==> src/hw/rtl/idfp_pkg.sv <==
// Shared types and constants for the inverse-distance fitness predictor.
// No dependencies; imported by every module of the block.
package idfp_pkg;

    localparam int PRM_W = 24;
    localparam int ERR_W = 24;
    localparam int SLOT_W = 6;
    localparam int CNT_CFG_W = 7;

    // (655360000)^2 and 1000000 in Q20.16
    localparam int NUM_W = 59;
    localparam logic [NUM_W-1:0] SIM_NUM_SQ = 59'd429496729600000000;
    localparam int SIM_W = 36;
    localparam logic [SIM_W-1:0] SIM_EXACT = 36'd65536000000;

    localparam logic MODE_LOAD  = 1'b0;
    localparam logic MODE_QUERY = 1'b1;

    typedef struct packed {
        logic                       mode;
        logic [SLOT_W-1:0]          slot;
        logic [3:0][PRM_W-1:0]      prm;
        logic [ERR_W-1:0]           err;
    } item_t;

    typedef struct packed {
        logic valid;
        logic full;
    } queue_stat_t;

endpackage

==> src/hw/rtl/idfp_front.sv <==
// Front end: takes command beats, drops loads aimed past capacity, and
// buffers the rest in a two-entry queue. Depends on idfp_pkg.
module idfp_front
    import idfp_pkg::*;
#(
    parameter int MAX_MEMBERS = 64
)
(
    input  logic        clk,
    input  logic        rst_n,
    input  logic        push,
    input  item_t       item_in,
    input  logic        pop,
    output item_t       item_out,
    output queue_stat_t stat
);

    item_t       q_mem [2];
    logic        wr_ptr_reg, wr_ptr_next;
    logic        rd_ptr_reg, rd_ptr_next;
    logic [1:0]  cnt_reg, cnt_next;
    logic        keep;
    logic        do_push;
    logic        do_pop;

    // a load outside the store is dropped here and never reaches the back end
    assign keep = (item_in.mode == MODE_QUERY) ||
                  (32'(item_in.slot) < 32'(MAX_MEMBERS));
    assign do_push = push && keep && (cnt_reg != 2'd2);
    assign do_pop  = pop && (cnt_reg != 2'd0);

    always_comb
    begin
        wr_ptr_next = wr_ptr_reg ^ do_push;
        rd_ptr_next = rd_ptr_reg ^ do_pop;
        cnt_next    = cnt_reg + 2'(do_push) - 2'(do_pop);
    end

    always_ff @(posedge clk or negedge rst_n)
    begin
        if (!rst_n)
        begin
            wr_ptr_reg <= 1'b0;
            rd_ptr_reg <= 1'b0;
            cnt_reg    <= 2'd0;
        end
        else
        begin
            wr_ptr_reg <= wr_ptr_next;
            rd_ptr_reg <= rd_ptr_next;
            cnt_reg    <= cnt_next;
        end
    end

    always_ff @(posedge clk)
    begin
        if (do_push)
            q_mem[wr_ptr_reg] <= item_in;
    end

    assign item_out   = q_mem[rd_ptr_reg];
    assign stat.valid = (cnt_reg != 2'd0);
    assign stat.full  = (cnt_reg == 2'd2);

endmodule

==> config.mk <==
export PLATFORM = sky130hd
export DESIGN_NAME = idfp_front
export DESIGN_NICKNAME = d
export VERILOG_FILES = /design/src/hw/rtl/idfp_pkg.sv /design/src/hw/rtl/idfp_front.sv
export SDC_FILE = /design/constraint.sdc
export NUM_CORES = 1
export LEC_CHECK = 0
export ABC_AREA = 1
export CAP_MARGIN = 20
export CORE_MARGIN = 4
export CORE_UTILIZATION = 60
export CTS_CLUSTER_DIAMETER = 150
export CTS_CLUSTER_SIZE = 40
export DETAILED_ROUTE_END_ITERATION = 10
export DONT_BUFFER_PORTS = 1
export GPL_ROUTABILITY_DRIVEN = 0
export PLACE_DENSITY = 0.84
export SYNTH_ARGS = -nofsm -noshare
export SYNTH_HDL_FRONTEND = slang
export SYNTH_SLANG_ARGS = --single-unit
==> constraint.sdc <==
create_clock -name clk -period 12.72 [get_ports clk]
set_input_delay 2.544 -clock clk [delete_from_list [all_inputs] [get_ports clk]]
set_output_delay 2.544 -clock clk [all_outputs]
set_load 0.05 [all_outputs]
# ---- After elaboration in Yosys (flattened, before gate mapping)
# Memory sizes are Yosys's and may differ from the RTL's.
# Index checks and enable logic that the tools add are counted.
dict set report classes {
  add_sub_neg 2
  n_eq_ne 2
  muxes 2
  bitwise 2
  n_reduce_logical 3
}
# cell n
set op_table {}
lappend op_table {{adder 2 x 1 -> 2 bit} 1}
lappend op_table {{== test 2 bit, second input constant} 1}
lappend op_table {{logical AND 1 bit} 2}
lappend op_table {{2-to-1 mux 1 bit} 2}
lappend op_table {{inequality test 2 bit, second input constant} 1}
lappend op_table {{nonzero test 2 bit} 1}
lappend op_table {{subtractor 2 x 1 -> 2 bit} 1}
lappend op_table {{bitwise XOR 1 bit} 2}
dict set report totals {
  ff_bits 4
  ram_bits 254
  input_bits 131
  out_inout_bits 129
  elab_cells 15
  n_memories 1
}
# memory depth width read_ports rd_ports_with_merged_regs write_ports line
set memory_table {}
lappend memory_table {q_mem 2 127 1 0 1 idfp_front.sv:18} ;# item_t q_mem [2];

# ---- Depth between registers and ports, before layout
# Gate-level depths: netlist (run 1).
dict set report depth {
  depth_word 4
  ltp_mapped 10
}

# ---- Worst setup path after synthesis (run 1)
# OpenSTA, ideal clock, no wires.
dict set report synth_path {
  kind {input -> register}
  startpoint {in push}
  endpoint {mem q_mem[1][0] in the netlist's numbering (enable)}
  arrival_time_ns 5.700
  required_time_ns 12.218
  setup_slack_ns 6.519
  path_stages 3
  n_path_buf 0
  cell_sequence {o21ai_0 > inv_1 > ha_1}
}
dict set report synth_between {
  elab_chain_len 3
}
# element line
set synth_rtl {}
lappend synth_rtl {{from (decl)} idfp_front.sv:11} ;# input logic push,
lappend synth_rtl {{logical AND 1 bit} idfp_front.sv:29} ;# assign do_push = push && keep && (cnt_reg != 2'd2);
lappend synth_rtl {{2-to-1 mux 1 bit} idfp_front.sv:57} ;# if (do_push)
lappend synth_rtl {{2-to-1 mux 1 bit (not written as such)} idfp_front.sv:58} ;# q_mem[wr_ptr_reg] <= item_in;
lappend synth_rtl {{to (decl)} idfp_front.sv:18}
# No other way between the ends.

==> reports/qor.txt, run 1 <==
Total Routed Length -> 17300 um
CTS tree -> built
Ranking of synthesized cells by area -> edfxtp_1, nand2_1, buf_6
Via count -> 4841
Num CTS Buffers -> 10
Worst Setup Path Type -> reg -> out
Antenna violations before repair -> 0
Max clock buf depth -> 3
Via/cell ratio -> 5.41
DRC viols -> 0
Largest area contributor in the netlist -> edfxtp_1
# diodes -> 0
Status -> completed
Sequential share of the synthesized area -> 0.804
Clk_lat worst skew -> 0.47 ns
Crit path DAT -> 2.66 ns
Die H -> 135 um
Post-synthesis cell count -> 694
Root Buffer -> clkbuf_16
Initial drt markers -> 414
CTS Sinks -> 258
Die W -> 135 um
# rows -> 45
Area delta synth->final -> 3.57%
Largest net degree at the start of global routing -> 72
Layout cells sized above 1 -> 0.0293
Routed length per instance -> 19.3 um
Max_slew headroom -> 0.381
Cell variety after synth -> 11
Final min period -> 5.21 ns
Synthesized Nets -> 829
Storage element area -> 0.00773 sq mm
Pins Over Slew Limit -> 0
RSZ-0062 raised after global routing -> no
Period utilization -> 0.409
Critical Path RT -> 10.18 ns
Initial DRT Pass Iterations -> 4
# hold bufs at CTS -> 0
Max reg flops -> 254
GRT Residual Overflow -> 0
Met3 routed WL -> 2450 um
Skew final -> 0.0222 ns
Hold Path Class -> reg -> reg
Multi-input logic area -> 0.00156 sq mm
Peak Freq -> 192 MHz
Core area -> 0.0154 sq mm
Yosys warns -> 0
Initial Util -> 0.623
Total GRT Usage -> 0.184
# resized after CTS -> 0
Postcts setup bufs -> 0
Final antenna-violating net count -> 0
Share of the synthesized area in the top cell type -> 0.794
Global-route wire length before repair -> 26100 um
Number of global-route vias before repair -> 4914
Die area -> 0.0181 sq mm
Avg Inst Size Synth -> 13.8 sq um
Reg clk slew, reported paths -> 0.12 ns
Nets -> 817
Worst Tran Pin Value -> 0.929 ns
Final-layout fill cell count -> 1073
DR WL met2 -> 8800 um
DP HPWL -> 11900 um
Final setup TNS -> 0 ns
CP max FO -> 71
Max layer used -> met4
Crit. End Element -> primary output
Finish-stage setup viols -> 0
Final hold vios -> 0
FF+latch count, synth -> 258
Port-buffer cells -> 0
Maxcap violations -> 0
Setup crit start kind -> register
DRT met1 WL -> 5750 um
Mapped Area -> 0.00961 sq mm
H-tree depth -> 1
IO Pins -> 260
[stage by stage]
step	util	hold slack, ns	setup slack, ns	instance area (sq um)	instances
final	0.645	0.584	7.51	9950	894
after floorplan	-	0.517	6.52	9610	694
after global placement	0.623	0.541	7.88	9620	880
after global routing	0.645	0.622	7.35	9950	894
after detailed placement	0.625	0.567	7.92	9640	881
after CTS	0.645	0.590	7.48	9950	894
[worst max-delay path, stage by stage, from the launching register on]
cell,delay [ns]
dfrtp_4,0.74
inv_4,0.56
buf_16,0.33
nand2_1,0.09
nand2_1,0.42
[final cells by class]
cell class              count  area share
clock inverters             1     0.00302
repair buffers              4     0.00503
flip-flops and latches    258       0.777
inverters                  10     0.00402
well taps                 211      0.0265
multi-input cells         398       0.157
clock buffers              12      0.0280
[per-layer routing]
layer	global-route usage	vias up
met5	0	-
met4	0.0345	0
met3	0.101	16
met2	0.329	205
met1	0.194	2336
li1	-	2284
[worst paths after layout]
kind / start / endpoint / slack (ns) / cells past startpoint
setup / recovery: rd_ptr_reg / item_out[78] / 7.51 / 4
hold / removal: cnt_reg[0] / cnt_reg[0] / 0.58 / 1
setup reg to reg: cnt_reg[1] / q_mem[0][82] / 10.00 / 5
hold reg to reg: cnt_reg[0] / cnt_reg[0] / 0.58 / 1
max in group asynchronous: rst_n / wr_ptr_reg / 10.89 / 0
min in group asynchronous: rst_n / rd_ptr_reg / 1.75 / 0
[layout by cell type (no fill, tap or decap), drive strengths merged]
master	count
nand2	390
buf	4
dfrtp	4
nor2	1
edfxtp	254
o21ai	1
ha	4
clkbuf	12
clkinv	1
nand3	2
inv	10
[synth_stat cells]
| master | number |
|---|---|
| buf_4 | 1 |
| inv_1 | 9 |
| dfrtp_1 | 4 |
| o21ai_0 | 1 |
| edfxtp_1 | 254 |
| inv_2 | 1 |
| nand2_1 | 390 |
| nand3_1 | 2 |
| nor2_1 | 1 |
| buf_6 | 27 |
| ha_1 | 4 |
[logic make-up after synthesis]
group	synth area share
simple gates	0.154
flops	0.804
buf+inv	0.0363
fa+ha+maj	0.00521
compound gates	0.000520
Power of run 1 is not shown: default switching activity piles up to over one toggle a cycle in this logic, so the estimate is an artifact.
==> inputs of run 2 (changes only) <==
- clock period: 12.72 -> 5.2 ns (I/O delays scaled with it)
==> run 2 against run 1 <==
  * Die area unchanged
  * Core utilization increased by 0.16 points
  * Cell area increased by 0.25%
  * Sequential share of layout area decreased by 0.19 points
  * Final cell count unchanged
  * Sequential cell count unchanged
  * Global-route usage decreased by 0.32 points
  * Non-clock buffer count unchanged
  * Via count increased by 0.29%
  * Largest cell class unchanged
  * Register-to-register slack got worse by 7.2 ns
==> reports/qor.txt, run 2 (same netlist as run 1, synthesis figures left out) <==
Area delta synth->final -> 3.83%
Layout cells sized above 1 -> 0.0293 (unchanged)
Port-buffer cells -> 0 (unchanged)
Finish-stage setup viols -> 0 (unchanged)
Max reg flops -> 254 (unchanged)
Crit path DAT -> 2.62 ns (-0.04 ns)
Skew final -> 0.0293 ns (+0.00708 ns)
Die area -> 0.0181 sq mm (unchanged)
Worst Setup Path Type -> reg -> out
Num CTS Buffers -> 10 (unchanged)
Initial Util -> 0.623 (unchanged)
Final hold vios -> 0 (unchanged)
Crit-path max cell delay -> 0.88 ns (+0.14 ns)
CTS tree -> built
Reg2reg end -> q_mem[1][22]
# resized after CTS -> 0 (unchanged)
Critical-path cell list -> buf_4, nand2_1, nand2_1
Core area -> 0.0154 sq mm (unchanged)
CTS Sinks -> 258 (unchanged)
Period utilization -> 0.704
Most frequent cells in the layout -> nand2_1, edfxtp_1, clkbuf_16
Total GRT Usage -> 0.181 (-0.00316)
Final setup TNS -> 0 ns (unchanged)
Final min period -> 3.66 ns
Max clock buf depth -> 3 (unchanged)
H-tree depth -> 1 (unchanged)
Critical-path top delay cell -> buf_4
Critical Path Start -> rd_ptr_reg
Via/cell ratio -> 5.43 (+0.29%)
DRC viols -> 0 (unchanged)
Hold Path Class -> in -> async
Worst Tran Pin Value -> 1.08 ns (+0.151 ns)
# diodes -> 0 (unchanged)
Root Buffer -> clkbuf_16
Max_slew headroom -> 0.280 (-0.101)
Initial drt markers -> 331 (-20%)
Grt met1 use -> 0.204 (+0.00990)
RR Startpoint -> cnt_reg[1]
Global-route wire length before repair -> 25700 um (-1.6%)
GRT Residual Overflow -> 0 (unchanged)
Worst Reg-to-Reg Cells -> 5 (unchanged)
Initial DRT Pass Iterations -> 4 (unchanged)
# rows -> 45 (unchanged)
Nets -> 817 (unchanged)
Grt peak-use layer -> met2
CP max FO -> 102 (+44%)
Worst setup path end -> item_out[113]
Total Routed Length -> 17300 um (+0.36%)
R2r setup slk -> 2.78 ns (-7.22 ns)
Die H -> 135 um (unchanged)
Via count -> 4855 (+0.29%)
Clk_lat worst skew -> 0.48 ns (about the same)
DP HPWL -> 11700 um (-1.9%)
Met2 usage -> 0.313 (-0.0168)
Grt met3 use -> 0.0950 (-0.00559)
Crit. End Element -> primary output
Critical Path RT -> 4.16 ns (-6.02 ns)
CP dominant cell by count -> nand2_1
Largest net degree at the start of global routing -> 103 (+43%)
RSZ-0062 raised after global routing -> no
Most common cell after layout, fill and taps aside -> nand2_1
IO Pins -> 260 (unchanged)
Pins Over Slew Limit -> 0 (unchanged)
Setup crit start kind -> register
Status -> completed
Postcts setup bufs -> 0 (unchanged)
Peak Freq -> 273 MHz
Final antenna-violating net count -> 0 (unchanged)
Die W -> 135 um (unchanged)
Maxcap violations -> 0 (unchanged)
Reg clk slew, reported paths -> 0.13 ns (about the same)
# hold bufs at CTS -> 0 (unchanged)
Number of global-route vias before repair -> 4740 (-3.5%)
Routed length per instance -> 19.4 um (+0.36%)
Antenna violations before repair -> 0 (unchanged)
==> run 2: worst min path at each step <==
stage / cells past startpoint / slack, ns / end
2_1_floorplan: 1 / 0.52 / cnt_reg[0]
6_report: 0 / 0.24 / rd_ptr_reg
3_5_place_dp: 1 / 0.56 / cnt_reg[0]
5_1_grt: 0 / 0.22 / rd_ptr_reg
3_3_place_gp: 1 / 0.53 / cnt_reg[0]
4_1_cts: 0 / 0.23 / rd_ptr_reg
==> run 2: layer usage <==
layer  vias up  routed length [um]
met5         -                   0
met4         0                 279
met3        17                2380
met2       210                8730
met1      2340                5950
li1       2288                   -
==> run 2: critical path, delay by kind of cell (launching register included) <==
family | cells | cell delay (ns)
flops | 1 | 0.64
buf+inv | 1 | 0.88
simple gates | 2 | 0.60
==> run 2: per-stage QoR <==
stage               cell area (sq um)  utilization  std cells  setup slack [ns]  hold slack [ns]
floorplan                        9610            -        694             0.503            0.517
global placement                 9640        0.625        880              2.01            0.533
detailed placement               9670        0.627        881              2.05            0.562
CTS                              9980        0.647        894              1.52            0.234
global route                     9980        0.647        894              1.35            0.218
finish                           9980        0.647        894              1.54            0.242
==> run 2: layout make-up <==
class,count,area (sq um)
clock buffers,12,279
clock inverters,1,30.0
fillers,1053,5450
inverters,10,40.0
multi-input cells,398,1560
flip-flops and latches,258,7730
well taps,211,264
repair buffers,4,75.1
Power of run 2 is left out for the same reason.
==> inputs of run 3 (changes only) <==
- clock period: 5.2 -> 3.42 ns (I/O delays scaled with it)
==> run 3 against run 2 <==
  * Register-to-register slack got worse by 1.5 ns
  * Final cell count increased by 0.78%
  * Cell area increased by 0.56%
  * Routed wire length increased by 3.0%
  * Critical path depth increased by 1
  * Sequential share of layout area decreased by 0.44 points
  * Non-clock buffer count increased by 6
  * Count of clock-buffer cells in the layout increased by 1
  * Die area unchanged
  * Clock skew decreased by 0.0084 ns
  * First-iteration DRC count increased by 5.4%
  * Critical endpoint is now item_out[70]
==> reports/qor.txt, run 3 (same netlist as run 1, synthesis figures left out) <==
Period utilization -> 0.839
Initial DRT Pass Iterations -> 5 (+1)
Root Buffer -> clkbuf_16
Initial Util -> 0.623 (unchanged)
CTS Sinks -> 258 (unchanged)
Max clock buf depth -> 3 (unchanged)
Worst setup path end -> item_out[70]
Nets -> 823 (+0.73%)
Routed length per instance -> 19.8 um (+2.2%)
Hold Path Class -> in -> reg
Initial drt markers -> 349 (+5.4%)
Crit path DAT -> 2.19 ns (-0.43 ns)
Most frequent cells in the layout -> nand2_1, edfxtp_1, clkbuf_16
Skew final -> 0.0209 ns (-0.00844 ns)
IO Pins -> 260 (unchanged)
Most common cell after layout, fill and taps aside -> nand2_1
GRT Residual Overflow -> 0 (unchanged)
Max_slew headroom -> 0.354 (+0.0745)
Critical Path Start -> rd_ptr_reg
Status -> completed
CP max FO -> 51 (-50%)
Critical Path RT -> 2.74 ns (-1.42 ns)
RR Startpoint -> cnt_reg[1]
Max reg flops -> 254 (unchanged)
Antenna violations before repair -> 0 (unchanged)
Area delta synth->final -> 4.41%
Layout cells sized above 1 -> 0.0362 (+0.00695)
Die H -> 135 um (unchanged)
Pins Over Slew Limit -> 0 (unchanged)
Number of global-route vias before repair -> 4959 (+4.6%)
Setup crit start kind -> register
Port-buffer cells -> 0 (unchanged)
Total Routed Length -> 17900 um (+3.0%)
Largest net degree at the start of global routing -> 129 (+25%)
Finish-stage setup viols -> 0 (unchanged)
Crit. End Element -> primary output
Die W -> 135 um (unchanged)
Via/cell ratio -> 5.46 (+0.61%)
Total GRT Usage -> 0.189 (+0.00767)
H-tree depth -> 1 (unchanged)
R2r setup slk -> 1.27 ns (-1.51 ns)
RSZ-0062 raised after global routing -> no
Reg2reg end -> q_mem[1][5]
# resized after CTS -> 0 (unchanged)
Postcts setup bufs -> 0 (unchanged)
Reg clk slew, reported paths -> 0.13 ns (about the same)
Final hold vios -> 0 (unchanged)
Clk_lat worst skew -> 0.48 ns (about the same)
# rows -> 45 (unchanged)
Final min period -> 2.87 ns
# diodes -> 0 (unchanged)
Worst Reg-to-Reg Cells -> 5 (unchanged)
DRC viols -> 0 (unchanged)
Via count -> 4923 (+1.4%)
Worst Tran Pin Value -> 0.965 ns (-0.115 ns)
Finished Core Util -> 0.650 (+0.00365)
DP HPWL -> 12300 um (+5.1%)
Peak Freq -> 348 MHz
CTS tree -> built
Die area -> 0.0181 sq mm (unchanged)
Global-route wire length before repair -> 26500 um (+3.0%)
Final antenna-violating net count -> 0 (unchanged)
Num CTS Buffers -> 10 (unchanged)
Maxcap violations -> 0 (unchanged)
Core area -> 0.0154 sq mm (unchanged)
# hold bufs at CTS -> 1 (+1)
Worst Setup Path Type -> reg -> out
## run 3: worst min-delay path by stage
stage | startpoint | endpoint | depth (start not counted)
finish | item_in[105] | q_mem[1][105] | 0
CTS | item_in[110] | q_mem[0][110] | 0
global placement | rst_n | cnt_reg[0] | 0
detailed placement | rst_n | cnt_reg[0] | 0
global route | item_in[110] | q_mem[0][110] | 0
floorplan | rst_n | cnt_reg[0] | 0
## run 3: final cells by class
type                       count  area [sq um]
clock buffer                  13           283
clock inverter                 1          30.0
fill                        1054          5390
inverter                      10          40.0
multi-input combinational    398          1560
sequential                   258          7730
tap                          211           264
timing repair buffer          10           128
## run 3: layer usage
layer	vias to the layer above	wire length [um]	track usage	share of wire
met3	34	2410	0.0924	0.13
met2	238	9110	0.337	0.51
met5	-	0	0	0
met4	0	455	0.0509	0.025
met1	2350	5900	0.200	0.33
li1	2301	-	-	-
## run 3: stage by stage
stage / instance area [sq um] / setup TNS [ns] / worst slack (ns) / hold WS, ns / instances
finish: 10000 / 0 / 0.550 / 0.284 / 901
global route: 10000 / 0 / 0.426 / 0.249 / 901
floorplan: 9610 / -234.04 / -0.921 / 0.388 / 694
CTS: 10000 / 0 / 0.534 / 0.270 / 901
global placement: 9710 / 0 / 1.12 / 0.389 / 886
detailed placement: 9710 / 0 / 1.08 / 0.389 / 886
## run 3: worst max-delay path: stages, from the launching register on
cell and delay, ns:
dfrtp_4 0.53, inv_4 0.37, buf_12 0.29, nand2_1 0.08, nand2_1 0.40
Power of run 3 is left out for the same reason.
